File: config.mk
export PLATFORM = sky130hd
export DESIGN_NAME = efl_ctrl
export DESIGN_NICKNAME = d
export VERILOG_FILES = /design/src/design/efl_pkg.sv /design/src/design/efl_ctrl.sv
export SDC_FILE = /design/constraint.sdc
export NUM_CORES = 2
export LEC_CHECK = 0
export BUFFER_PORTS_ARGS = -buffer_cell sky130_fd_sc_hd__buf_2
export CAP_MARGIN = 10
export CORE_UTILIZATION = 34
export DETAILED_ROUTE_END_ITERATION = 16
export PLACE_DENSITY = 0.46
export RECOVER_POWER = 100
export SYNTH_ARGS = -nofsm -noshare
export SYNTH_HDL_FRONTEND = slang
export SYNTH_SLANG_ARGS = --single-unit
File: constraint.sdc
create_clock -name clk_i -period 15.65 [get_ports clk_i]
set_clock_uncertainty 0.05 [all_clocks]
set_input_delay 1.565 -clock clk_i [delete_from_list [all_inputs] [get_ports clk_i]]
set_output_delay 1.565 -clock clk_i [all_outputs]
set_load 0.05 [all_outputs]
File: src/design/efl_pkg.sv
package efl_pkg;

  localparam int unsigned HeapBytesDef = 65536;
  localparam logic [31:0] WordBytes    = 32'd4;
  localparam logic [31:0] DwordBytes   = 32'd8;
  localparam logic [31:0] MinBlock     = 32'd16;
  localparam logic [31:0] SizeMask     = ~32'h7;
  localparam logic [31:0] AllocBit     = 32'h1;
  localparam logic [31:0] StartBreak   = 32'd24;
  localparam logic [16:0] ChunkReset   = 17'(1 << 12);
  localparam logic [16:0] LimitReset   = 17'd65536;

  typedef enum logic {
    CFG_CHUNK = 1'b0,
    CFG_LIMIT = 1'b1
  } cfg_idx_e;

  typedef enum logic {
    CMD_ALLOC   = 1'b0,
    CMD_RELEASE = 1'b1
  } cmd_e;

  typedef enum logic [1:0] {
    STAT_DONE    = 2'd0,
    STAT_IGNORED = 2'd1,
    STAT_OOM     = 2'd2
  } status_e;

  typedef struct packed {
    logic        command;
    logic [15:0] request_bytes;
    logic [15:0] release_addr;
  } in_item_t;

  typedef struct packed {
    logic [15:0] payload_addr;
    logic [1:0]  status;
  } out_item_t;

  typedef enum logic [5:0] {
    S_INIT0, S_INIT1, S_INIT2, S_IDLE, S_DONE,
    S_FIT, S_FIT_H, S_FIT_N,
    S_GROW, S_GW0, S_GW1, S_GW2, S_GW3, S_GW4,
    S_CV_RD, S_CV_H, S_CV_DEC,
    S_CV_S0, S_CV_S1, S_CV_S2, S_CV_S3, S_CV_S4, S_CV_S5,
    S_CV_W0, S_CV_W1,
    S_RL_CHK, S_RL_H, S_RL_F, S_RL_W0, S_RL_W1, S_RL_W2, S_RL_W3,
    S_MG0, S_MG1, S_MG2, S_MG3, S_MG4, S_MG5,
    S_MG_A, S_MG_A1, S_MG_B, S_MG_B1, S_MG_B2, S_MG_C, S_MG_C1, S_MG_C2,
    S_INS0, S_INS1, S_INS2,
    S_RM0, S_RM1, S_RM2, S_RM3, S_RM4, S_RM5
  } state_e;

  function automatic logic [31:0] size_of(logic [31:0] w);
    return w & SizeMask;
  endfunction

endpackage

File: src/design/efl_ctrl.sv
module efl_ctrl #(
  parameter int unsigned HEAP_BYTES = efl_pkg::HeapBytesDef
) (
  input  logic                              clk_i,
  input  logic                              rst_ni,
  input  logic                              in_valid_i,
  output logic                              in_stall_o,
  input  efl_pkg::in_item_t                 in_data_i,
  output logic                              out_valid_o,
  input  logic                              out_stall_i,
  output efl_pkg::out_item_t                out_data_o,
  input  logic [16:0]                       chunk_i,
  input  logic [16:0]                       limit_i,
  output logic                              mem_we_o,
  output logic                              mem_re_o,
  output logic [$clog2(HEAP_BYTES/4)-1:0]   mem_addr_o,
  output logic [31:0]                       mem_wdata_o,
  input  logic [31:0]                       mem_rdata_i
);
  import efl_pkg::*;

  localparam int unsigned HeapWords = HEAP_BYTES / 4;
  localparam int unsigned Wiw       = $clog2(HeapWords);
  localparam int unsigned WalkLimit = HEAP_BYTES / 16 + 1;
  localparam int unsigned Sw        = $clog2(WalkLimit + 1);

  state_e      state_q, state_d, rm_ret_q, rm_ret_d;
  logic        out_valid_q, out_valid_d;
  out_item_t   out_data_q, out_data_d;
  logic [31:0] brk_q, brk_d, head_q, head_d;
  logic        rd_ok_q;
  logic [15:0] rel_q, rel_d, res_q, res_d;
  status_e     stat_q, stat_d;
  logic [31:0] asize_q, asize_d, p_q, p_d, bp_q, bp_d, csize_q, csize_d, tmp_q, tmp_d;
  logic [Sw-1:0] steps_q, steps_d;
  logic [31:0] mg_bp_q, mg_bp_d, mg_p_q, mg_p_d, mg_n_q, mg_n_d;
  logic [31:0] mg_size_q, mg_size_d, mg_psz_q, mg_psz_d, mg_nsz_q, mg_nsz_d;
  logic        mg_pa_q, mg_pa_d, mg_carve_q, mg_carve_d;
  logic [31:0] rm_p_q, rm_p_d, rm_pv_q, rm_pv_d, rm_nx_q, rm_nx_d;

  logic        m_we, m_re, m_ok;
  logic [31:0] m_addr, m_wdata, rdat;
  logic [31:0] ext, dw, gsize, lim, rest, rel32, rsz;

  // out-of-heap reads return zero
  assign rdat  = rd_ok_q ? mem_rdata_i : 32'd0;
  assign m_ok  = (m_addr >> 2) < 32'(HeapWords);
  assign rel32 = {16'd0, rel_q};

  assign mem_we_o    = m_we & m_ok;
  assign mem_re_o    = m_re;
  assign mem_addr_o  = m_addr[Wiw+1:2];
  assign mem_wdata_o = m_wdata;

  assign in_stall_o  = (state_q != S_IDLE);
  assign out_valid_o = out_valid_q;
  assign out_data_o  = out_data_q;

  always_comb begin
    ext   = (asize_q > {15'd0, chunk_i}) ? asize_q : {15'd0, chunk_i};
    dw    = ext >> 3;
    gsize = (dw + {31'd0, dw[0]}) << 3;
    lim   = ({15'd0, limit_i} > 32'(HEAP_BYTES)) ? 32'(HEAP_BYTES) : {15'd0, limit_i};
    rest  = csize_q - asize_q;
    rsz   = size_of(rdat);
  end

  always_comb begin
    state_d = state_q;  rm_ret_d = rm_ret_q;
    out_valid_d = out_valid_q;  out_data_d = out_data_q;
    brk_d = brk_q;  head_d = head_q;
    rel_d = rel_q;  res_d = res_q;  stat_d = stat_q;
    asize_d = asize_q;  p_d = p_q;  bp_d = bp_q;  csize_d = csize_q;  tmp_d = tmp_q;
    steps_d = steps_q;
    mg_bp_d = mg_bp_q;  mg_p_d = mg_p_q;  mg_n_d = mg_n_q;  mg_size_d = mg_size_q;
    mg_psz_d = mg_psz_q;  mg_nsz_d = mg_nsz_q;  mg_pa_d = mg_pa_q;  mg_carve_d = mg_carve_q;
    rm_p_d = rm_p_q;  rm_pv_d = rm_pv_q;  rm_nx_d = rm_nx_q;
    m_we = 1'b0;  m_re = 1'b0;  m_addr = 32'd0;  m_wdata = 32'd0;

    if (out_valid_q && !out_stall_i) begin
      out_valid_d = 1'b0;
    end

    case (state_q)
      // prologue header, prologue footer and epilogue
      S_INIT0: begin
        m_we = 1'b1;  m_addr = 32'd12;  m_wdata = DwordBytes | AllocBit;  state_d = S_INIT1;
      end
      S_INIT1: begin
        m_we = 1'b1;  m_addr = 32'd16;  m_wdata = DwordBytes | AllocBit;  state_d = S_INIT2;
      end
      S_INIT2: begin
        m_we = 1'b1;  m_addr = 32'd20;  m_wdata = AllocBit;  state_d = S_IDLE;
      end
      S_IDLE: begin
        if (in_valid_i) begin
          rel_d  = in_data_i.release_addr;
          res_d  = 16'd0;
          stat_d = STAT_DONE;
          if (in_data_i.command == CMD_RELEASE) begin
            state_d = S_RL_CHK;
          end else if (in_data_i.request_bytes == 16'd0) begin
            stat_d  = STAT_IGNORED;
            state_d = S_DONE;
          end else begin
            asize_d = (in_data_i.request_bytes <= 16'd8) ? MinBlock
                    : (({16'd0, in_data_i.request_bytes} + 32'd15) & SizeMask);
            p_d     = head_q;
            steps_d = '0;
            state_d = S_FIT;
          end
        end
      end
      S_FIT: begin
        if (p_q == 32'd0 || 32'(steps_q) >= 32'(WalkLimit)) begin
          state_d = S_GROW;
        end else begin
          m_re = 1'b1;  m_addr = p_q - WordBytes;  state_d = S_FIT_H;
        end
      end
      S_FIT_H: begin
        if (rsz >= asize_q) begin
          bp_d = p_q;  state_d = S_CV_RD;
        end else begin
          m_re = 1'b1;  m_addr = p_q + WordBytes;  state_d = S_FIT_N;
        end
      end
      S_FIT_N: begin
        p_d = rdat;  steps_d = steps_q + Sw'(1);  state_d = S_FIT;
      end
      S_GROW: begin
        if (brk_q > lim || gsize > lim - brk_q) begin
          stat_d = STAT_OOM;  state_d = S_DONE;
        end else begin
          bp_d = brk_q;  csize_d = gsize;  brk_d = brk_q + gsize;  state_d = S_GW0;
        end
      end
      S_GW0: begin
        m_we = 1'b1;  m_addr = bp_q - WordBytes;  m_wdata = csize_q;  state_d = S_GW1;
      end
      S_GW1: begin
        m_we = 1'b1;  m_addr = bp_q + csize_q - DwordBytes;  m_wdata = csize_q;
        state_d = S_GW2;
      end
      S_GW2: begin
        m_we = 1'b1;  m_addr = bp_q + WordBytes;  state_d = S_GW3;
      end
      S_GW3: begin
        m_we = 1'b1;  m_addr = bp_q;  state_d = S_GW4;
      end
      S_GW4: begin
        // new epilogue
        m_we = 1'b1;  m_addr = bp_q + csize_q - WordBytes;  m_wdata = AllocBit;
        mg_bp_d = bp_q;  mg_carve_d = 1'b1;  state_d = S_MG0;
      end
      S_CV_RD: begin
        res_d = bp_q[15:0];
        m_re = 1'b1;  m_addr = bp_q - WordBytes;  state_d = S_CV_H;
      end
      S_CV_H: begin
        csize_d = rsz;  rm_p_d = bp_q;  rm_ret_d = S_CV_DEC;  state_d = S_RM0;
      end
      S_CV_DEC: begin
        state_d = (rest >= MinBlock) ? S_CV_S0 : S_CV_W0;
      end
      S_CV_S0: begin
        m_we = 1'b1;  m_addr = bp_q - WordBytes;  m_wdata = asize_q | AllocBit;
        state_d = S_CV_S1;
      end
      S_CV_S1: begin
        m_we = 1'b1;  m_addr = bp_q + asize_q - DwordBytes;  m_wdata = asize_q | AllocBit;
        state_d = S_CV_S2;
      end
      S_CV_S2: begin
        m_we = 1'b1;  m_addr = bp_q + asize_q - WordBytes;  m_wdata = rest;
        state_d = S_CV_S3;
      end
      S_CV_S3: begin
        m_we = 1'b1;  m_addr = bp_q + asize_q + rest - DwordBytes;  m_wdata = rest;
        state_d = S_CV_S4;
      end
      S_CV_S4: begin
        m_we = 1'b1;  m_addr = bp_q + asize_q + WordBytes;  state_d = S_CV_S5;
      end
      S_CV_S5: begin
        m_we = 1'b1;  m_addr = bp_q + asize_q;
        mg_bp_d = bp_q + asize_q;  mg_carve_d = 1'b0;  state_d = S_MG0;
      end
      S_CV_W0: begin
        m_we = 1'b1;  m_addr = bp_q - WordBytes;  m_wdata = csize_q | AllocBit;
        state_d = S_CV_W1;
      end
      S_CV_W1: begin
        m_we = 1'b1;  m_addr = bp_q + csize_q - DwordBytes;  m_wdata = csize_q | AllocBit;
        state_d = S_DONE;
      end
      S_RL_CHK: begin
        if (rel32 != 32'd0 && rel32[2:0] == 3'd0 && rel32 >= StartBreak && rel32 < brk_q) begin
          m_re = 1'b1;  m_addr = rel32 - WordBytes;  state_d = S_RL_H;
        end else begin
          stat_d = STAT_IGNORED;  state_d = S_DONE;
        end
      end
      S_RL_H: begin
        tmp_d = rdat;
        if (rdat[0] && rsz >= MinBlock && rsz <= brk_q - rel32) begin
          m_re = 1'b1;  m_addr = rel32 + rsz - DwordBytes;  state_d = S_RL_F;
        end else begin
          stat_d = STAT_IGNORED;  state_d = S_DONE;
        end
      end
      S_RL_F: begin
        if (rdat == tmp_q) begin
          state_d = S_RL_W0;
        end else begin
          stat_d = STAT_IGNORED;  state_d = S_DONE;
        end
      end
      S_RL_W0: begin
        m_we = 1'b1;  m_addr = rel32 - WordBytes;  m_wdata = size_of(tmp_q);  state_d = S_RL_W1;
      end
      S_RL_W1: begin
        m_we = 1'b1;  m_addr = rel32 + size_of(tmp_q) - DwordBytes;  m_wdata = size_of(tmp_q);
        state_d = S_RL_W2;
      end
      S_RL_W2: begin
        m_we = 1'b1;  m_addr = rel32 + WordBytes;  state_d = S_RL_W3;
      end
      S_RL_W3: begin
        m_we = 1'b1;  m_addr = rel32;
        mg_bp_d = rel32;  mg_carve_d = 1'b0;  state_d = S_MG0;
      end
      // coalesce: gather both neighbors first, then pick the case
      S_MG0: begin
        m_re = 1'b1;  m_addr = mg_bp_q - DwordBytes;  state_d = S_MG1;
      end
      S_MG1: begin
        mg_p_d = mg_bp_q - rsz;
        m_re = 1'b1;  m_addr = mg_bp_q - rsz - WordBytes;  state_d = S_MG2;
      end
      S_MG2: begin
        mg_psz_d = rsz;
        m_re = 1'b1;  m_addr = mg_p_q + rsz - DwordBytes;  state_d = S_MG3;
      end
      S_MG3: begin
        mg_pa_d = rdat[0];
        m_re = 1'b1;  m_addr = mg_bp_q - WordBytes;  state_d = S_MG4;
      end
      S_MG4: begin
        mg_size_d = rsz;  mg_n_d = mg_bp_q + rsz;
        m_re = 1'b1;  m_addr = mg_bp_q + rsz - WordBytes;  state_d = S_MG5;
      end
      S_MG5: begin
        if (mg_pa_q && rdat[0]) begin
          state_d = S_INS0;
        end else if (mg_pa_q) begin
          mg_size_d = mg_size_q + rsz;
          rm_p_d = mg_n_q;  rm_ret_d = S_MG_A;  state_d = S_RM0;
        end else if (rdat[0]) begin
          mg_size_d = mg_size_q + mg_psz_q;
          rm_p_d = mg_p_q;  rm_ret_d = S_MG_B;  state_d = S_RM0;
        end else begin
          mg_size_d = mg_size_q + rsz + mg_psz_q;  mg_nsz_d = rsz;
          rm_p_d = mg_p_q;  rm_ret_d = S_MG_C;  state_d = S_RM0;
        end
      end
      S_MG_A: begin
        m_we = 1'b1;  m_addr = mg_bp_q - WordBytes;  m_wdata = mg_size_q;  state_d = S_MG_A1;
      end
      S_MG_A1: begin
        m_we = 1'b1;  m_addr = mg_bp_q + mg_size_q - DwordBytes;  m_wdata = mg_size_q;
        state_d = S_INS0;
      end
      S_MG_B: begin
        m_re = 1'b1;  m_addr = mg_bp_q - WordBytes;  state_d = S_MG_B1;
      end
      S_MG_B1: begin
        m_we = 1'b1;  m_addr = mg_bp_q + rsz - DwordBytes;  m_wdata = mg_size_q;
        state_d = S_MG_B2;
      end
      S_MG_B2: begin
        m_we = 1'b1;  m_addr = mg_p_q - WordBytes;  m_wdata = mg_size_q;
        mg_bp_d = mg_p_q;  state_d = S_INS0;
      end
      S_MG_C: begin
        rm_p_d = mg_n_q;  rm_ret_d = S_MG_C1;  state_d = S_RM0;
      end
      S_MG_C1: begin
        m_we = 1'b1;  m_addr = mg_n_q + mg_nsz_q - DwordBytes;  m_wdata = mg_size_q;
        state_d = S_MG_C2;
      end
      S_MG_C2: begin
        m_we = 1'b1;  m_addr = mg_p_q - WordBytes;  m_wdata = mg_size_q;
        mg_bp_d = mg_p_q;  state_d = S_INS0;
      end
      // push at list head
      S_INS0: begin
        if (head_q != 32'd0) begin
          m_we = 1'b1;  m_addr = head_q;  m_wdata = mg_bp_q;
        end
        state_d = S_INS1;
      end
      S_INS1: begin
        m_we = 1'b1;  m_addr = mg_bp_q + WordBytes;  m_wdata = head_q;  state_d = S_INS2;
      end
      S_INS2: begin
        m_we = 1'b1;  m_addr = mg_bp_q;  head_d = mg_bp_q;
        if (mg_carve_q) begin
          bp_d = mg_bp_q;  state_d = S_CV_RD;
        end else begin
          state_d = S_DONE;
        end
      end
      // unlink rm_p_q, then return to rm_ret_q
      S_RM0: begin
        m_re = 1'b1;  m_addr = rm_p_q;  state_d = S_RM1;
      end
      S_RM1: begin
        rm_pv_d = rdat;
        m_re = 1'b1;  m_addr = rm_p_q + WordBytes;  state_d = S_RM2;
      end
      S_RM2: begin
        rm_nx_d = rdat;
        if (rdat != 32'd0) begin
          m_we = 1'b1;  m_addr = rdat;  m_wdata = rm_pv_q;
        end
        if (rm_pv_q == 32'd0) begin
          head_d = rdat;
        end
        state_d = S_RM3;
      end
      S_RM3: begin
        if (rm_pv_q != 32'd0) begin
          m_we = 1'b1;  m_addr = rm_pv_q + WordBytes;  m_wdata = rm_nx_q;
        end
        state_d = S_RM4;
      end
      S_RM4: begin
        m_we = 1'b1;  m_addr = rm_p_q + WordBytes;  state_d = S_RM5;
      end
      S_RM5: begin
        m_we = 1'b1;  m_addr = rm_p_q;  state_d = rm_ret_q;
      end
      S_DONE: begin
        if (!out_valid_q || !out_stall_i) begin
          out_valid_d = 1'b1;
          out_data_d.payload_addr = res_q;
          out_data_d.status       = stat_q;
          state_d = S_IDLE;
        end
      end
      default: begin
        state_d = S_IDLE;
      end
    endcase
  end

  always_ff @(posedge clk_i or negedge rst_ni) begin
    if (!rst_ni) begin
      state_q     <= S_INIT0;
      out_valid_q <= 1'b0;
      brk_q       <= StartBreak;
      head_q      <= 32'd0;
      rd_ok_q     <= 1'b0;
    end else begin
      state_q     <= state_d;
      out_valid_q <= out_valid_d;
      brk_q       <= brk_d;
      head_q      <= head_d;
      rd_ok_q     <= m_re & m_ok;
    end
  end

  always_ff @(posedge clk_i) begin
    rm_ret_q <= rm_ret_d;  out_data_q <= out_data_d;
    rel_q <= rel_d;  res_q <= res_d;  stat_q <= stat_d;
    asize_q <= asize_d;  p_q <= p_d;  bp_q <= bp_d;  csize_q <= csize_d;  tmp_q <= tmp_d;
    steps_q <= steps_d;
    mg_bp_q <= mg_bp_d;  mg_p_q <= mg_p_d;  mg_n_q <= mg_n_d;  mg_size_q <= mg_size_d;
    mg_psz_q <= mg_psz_d;  mg_nsz_q <= mg_nsz_d;  mg_pa_q <= mg_pa_d;
    mg_carve_q <= mg_carve_d;
    rm_p_q <= rm_p_d;  rm_pv_q <= rm_pv_d;  rm_nx_q <= rm_nx_d;
  end

endmodule

Word level (Yosys, flattened, before mapping)
Cells that the tools add are included.

Word-level logic and storage cells: 310. Output and inout bits: 68. Flip-flop bits (word level): 587. Bits of input ports: 103.

$lt $le $gt $ge: 13. Reduce and logical (&&, ||, !) cells: 65. Bitwise logic cells: 8. Equality and inequality tests: 69. Multiplexer cells: 80. Add/sub/neg operators: 46.

Operator list (number): 32-bit one-hot mux with 37 select lines (1); 32-bit 2-to-1 mux (25); 32-bit one-hot mux with 12 select lines (1); 32-bit adder (11); 32-bit by 4-bit subtractor with 32-bit output, second input constant (10); 6-bit one-hot mux with 49 select lines (1); 32-bit one-hot mux with 2 select lines (4); 32-bit by 3-bit subtractor with 32-bit output, second input constant (8); 32-bit by 3-bit adder with 32-bit output, second input constant (6); 32-bit one-hot mux with 3 select lines (2); 6-bit == test, second input constant (23); 32-bit one-hot mux with 4 select lines (1); 32-bit nonzero test (4); 6-bit by 5-bit == test with 1-bit output, second input constant (16); 16-bit by 32-bit adder with 32-bit output (2); 32-bit by 5-bit greater-or-equal comparator with 1-bit output, second input constant (2); 32-bit by 17-bit greater-than comparator with 1-bit output (2); 32-bit logical NOT (2); 32-bit subtractor (2); 6-bit by 4-bit == test with 1-bit output, second input constant (8); 13-bit 2-to-1 mux (3); 32-bit == test (1); 32-bit greater-or-equal comparator (1); 32-bit greater-than comparator (1); 55 further kinds (144).

Logic depth before layout (Yosys ltp)
Word-level depth: 8. Mapped depth: 34. Gate-level depth less buffers: 33.

Worst setup path after synthesis
OpenSTA, ideal clock, no wires.

Path type: reg2out. Start point: register rd_ok_q. End point: output mem_we_o. Arrival: 7.773 ns. Setup slack: 6.262 ns. Required time: 14.035 ns. Stages on the path, launching flop included: 27. Path through: dfrtp_1 > buf_2 > buf_2 > clkbuf_1 > buf_2 > buf_1 > buf_1 > buf_1 > buf_1 > nand2_1 > ha_1 > clkbuf_1 > nor2_1 > o21ai_1 > nand4_1 > a311oi_1 > a21oi_1 > a31oi_1 > o31a_1 > xnor2_1 > o22ai_1 > o31a_1 > or4_1 > a2111o_1 > or4_1 > a2111o_1 > nor3_1.

Cells in the longest elaborated chain, start to end: 8.

RTL lines: start: declaration (line efl_ctrl.sv:31) `logic rd_ok_q;`; start signal: assignment (line efl_ctrl.sv:370) `rd_ok_q <= m_re & m_ok;`; 32-bit 2-to-1 mux (*) (line efl_ctrl.sv:46) `assign rdat = rd_ok_q ? mem_rdata_i : 32'd0;`; branches (longest 6 deep; another with 16-bit by 32-bit adder with 32-bit output); 1-bit bitwise AND (*) (line efl_ctrl.sv:50) `assign mem_we_o = m_we & m_ok;`; end: declaration (line efl_ctrl.sv:14) `output logic mem_we_o,`.

Mark *: on every way between the ends.

Final worst setup path
Start point: register rd_ok_q. End point: output mem_we_o.

Cells in the longest elaborated chain, start to end: 8.

RTL lines: 32-bit 2-to-1 mux (*) (line efl_ctrl.sv:46); net rdat[15] (line efl_ctrl.sv:42) `logic [31:0] m_addr, m_wdata, rdat;`; branches (longest 6 deep; another with 16-bit by 32-bit adder with 32-bit output); 1-bit bitwise AND (*) (line efl_ctrl.sv:50).

Mark *: on every way through the listed nets, which the timed path passes.

==> run_results.csv <==
group,metric,value,unit
clock_tree,postCtsSetupRepairBufs,0,
clock_tree,ctsHtreeMaxLevel,3,
die,ioPinCount,171,
grt,grt_pass1_wl,497.2,mm
sta,hold_viol,0,
critical_path,cp_data_required_time,14.04,ns
yosys,ys_warn_count,0,
yosys,synthCells,7459,
layout,n_fill_cell,18430,
layout,syn_to_final_growth,10.90,%
grt,grt_max_degree,64,
routing,wl,372.5,mm
layout,multi_input_area,40150,µm²
yosys,yosysTopAreaCell,"edfxtp_1",
sta,tightest_slew,4.057,ns
sta,min_period_over_period,89.25,%
clock_tree,cts_buffers,77,
pwr,power.density,153.9,nW/µm²
routing,avgRoutedWirePerCell,37.33,µm
routing,drt_iter0_markers,9669,
run_status,violations,"capacitance limit, slew limit",
clock_tree,cts_hold_buf,0,
layout,fin_cells,9979,
grt,first_global_vias,59520,
grt,grtUsageTotal,39.94,%
die,rows,154,
sta,setup_violations,0,
die,coreArea,176500,µm²
yosys,ys_seq_area_share,26.96,%
critical_path,endpoint_kind,"output pin",
yosys,postSynthAreaPerCell,8.118,µm²
critical_path,cp.arrival,12.35,ns
clock_tree,cts.sinks,555,
layout,layout-drive-gt1-share,6.842,%
yosys,synth_cell_types,113,
die,die_area,179800,µm²
die,start_util,34.31,%
placed_design,dp_cells,9827,
clock_tree,tritoncts,"built",
clock_tree,clk_latency,0.75,ns
grt,overflow,0,
yosys,ys_ff_latch,555,
placed_design,gp_congestion,1.084,
critical_path,cp-start-kind,"register",
sta,slew_violations,1301,
clock_tree,cts_root_buffer,"clkbuf_16",
routing,vias_per_cell,6.481,
sta,finalCriticalPeriod,13.97,ns
critical_path,critPathMaxFanout,39,
min_path,min_path_type,"register to register",
routing,drcViolationCount,0,
yosys,synth_area,60560,µm²
routing,firstDrtPassIters,9,
sta,hold_slack,0.3571,ns
layout,nets,8268,
placed_design,dp_hpwl,298.4,mm
pwr,p_leak,27.40,nW
routing,vias,64680,
routing,ant_nets,0,
die,die_y,424.0,µm
layout,seqCellArea,16330,µm²
clock_tree,cts-resized-gates,0,
clock_tree,cts_buffer_depth,3,
die,die_w,424.0,µm
yosys,ys.flop_type,"edfxtp_1",
sta,timing.slew.headroom,-170.5,%
yosys,synthArstFlopShare,12.25,%
yosys,synthTopCellsByArea,"edfxtp_1, ha_1, xnor2_1, inv_1, nand2_1",
grt,antenna_found_initial,37,
yosys,syn-num-nets,8159,
run_status,status,"finished, violations left",
flow_run,drv_cap,49,
sta,grt_setup_unrepaired,"no",
critical_path,crit_type,"register to output pin",
clock_tree,cts.clk_slew.worst_paths,0.07,ns
placed_design,io_buffer_count,170,
yosys,synth_edf_count,487,
sta,setup_tns,0,ns
sta,max_freq,0.07160,GHz
pwr,vdd_ir_drop_max,0.0001628,V
yosys,synth_top_area_share,24.15,%
[logic make-up (layout without fill, tap and decap cells)]
family,Yosys count,after routing,synth area share (%)
flip-flops,555,555,26.96
multiplexers,61,61,1.037
XOR/XNOR,550,550,8.000
adder cells (fa/ha/maj),603,603,12.60
AND/OR/NAND/NOR,2339,2339,19.22
buffers and inverters,1122,1292,7.050
AO/OA/AOI/OAI,2229,2229,25.14
other,0,10,0
[registers in the layout (all words and copies together) (netlist names), 32 cells and up]
| name | flops |
|---|---|
| bp_q | 32 |
| head_q | 32 |
| mg_bp_q | 32 |
| mg_p_q | 32 |
| p_q | 32 |
| rm_nx_q | 32 |
| rm_pv_q | 32 |
| tmp_q | 32 |
[critical path, cell delays in order (launching register included)]
cell and delay, ns:
dfrtp_1 0.90, clkbuf_1 1.88, nand2_1 1.35, inv_1 0.42, clkbuf_1 1.00, ha_1 0.34, a311o_1 0.20, a31oi_1 0.04
a2111oi_0 0.78, or4_1 0.22, buf_4 0.43, o211ai_1 0.18, a2111oi_0 0.48, nand4b_1 0.30, or4_1 0.47, a2111oi_0 0.63
o2111ai_1 0.21, or4_1 0.53, a2111o_1 0.39, nor3_1 0.43, buf_2 0.36
[cell usage in the layout, fill, tap and decap left out, types with 54 or more instances in the layout]
master       n
nand2_1    633
dfrtp_1     66
buf_2       99
xor2_1     176
a22oi_1    104
o21bai_1    65
o211ai_1    65
and3_1      90
inv_1      707
a221oi_1    63
ha_1       584
xnor2_1    372
a21oi_1    463
nor2_1     527
o21ai_0    462
nor2b_1     57
a222oi_1    92
clkbuf_1   174
clkbuf_16   81
a21o_1     140
edfxtp_1   487
nand2b_1    74
nand3_1    214
or3_1       54
nor3_1     195
buf_4      177
a31oi_1     85
nand4_1     80
a211oi_1    75
nor4_1     110
o22ai_1     66
[cell type report]
type / instances / share of cell area [%]
diodes: 10 / 0.03726
clock buffers: 100 / 3.184
clock inverters: 40 / 0.7024
inverters: 717 / 4.008
multi-input cells: 5782 / 59.79
flip-flops and latches: 555 / 24.31
well taps: 2340 / 4.360
repair buffers: 435 / 3.605
[final timing paths]
check	start	to	slack [ns]	cells after the start
worst max-delay path	rd_ok_q	mem_we_o	1.68	20
worst min-delay path	stat_q[1]	out_data_o[1]	0.36	0
worst max register to register	rd_ok_q	mg_size_q[31]	4.08	29
worst min register to register	stat_q[1]	out_data_o[1]	0.36	0
max in group asynchronous	rst_ni	head_q[22]	9.67	2
min in group asynchronous	rst_ni	brk_q[5]	1.63	1
[cell usage after synthesis, types with 24 or more instances]
cell	instances
a41oi_1	28
o221ai_1	24
a31oi_1	85
ha_1	584
a2111oi_0	29
a21o_1	140
nor2b_1	57
a222oi_1	92
nor4_1	115
nand3_1	217
o211ai_1	65
or2_2	32
o2111ai_1	45
or4_1	35
clkbuf_1	337
a221o_1	36
dfrtp_1	67
and3_1	91
nand4_1	80
nand2_1	634
a211oi_1	77
a21oi_1	467
o31ai_1	41
edfxtp_1	487
a22oi_1	104
nand3b_1	25
and2_1	64
xnor2_1	372
mux2i_1	47
a221oi_1	63
or3_1	54
o21a_1	53
buf_1	37
nor2_1	535
xor2_1	176
o21ai_0	460
o21bai_1	65
nor3_1	199
a211o_1	30
nand2b_1	74
o22ai_1	66
buf_2	25
inv_1	702
[metrics by stage]
step / cell area, µm² / setup slack (ns) / power (mW) / util (%)
2_1_floorplan: 60560 / 6.262 / 5.756 / -
3_3_place_gp: 65010 / 4.859 / 8.229 / 36.83
3_5_place_dp: 65010 / 4.609 / 8.215 / 36.84
4_1_cts: 67620 / 3.805 / 10.16 / 38.31
5_1_grt: 67130 / 1.779 / 10.67 / 38.04
6_report: 67160 / 1.683 / 10.34 / 38.05
[power by group]
part           switching (mW)  internal, mW
clock network           0.818          1.11
logic                    4.44          1.87
registers               0.236          1.86
total                    5.49          4.84
[layer usage]
layer | share of wire [%] | vias to the layer above | wire length, µm | GRT usage, %
met5 | 0.013 | - | 49 | 0
met4 | 5.5 | 8 | 20300 | 18.75
met3 | 11 | 649 | 40760 | 9.695
met2 | 41 | 3950 | 151900 | 57.56
met1 | 43 | 32170 | 159500 | 55.49
li1 | - | 27900 | - | -
Note: power is estimated with default switching activity, not from simulation.
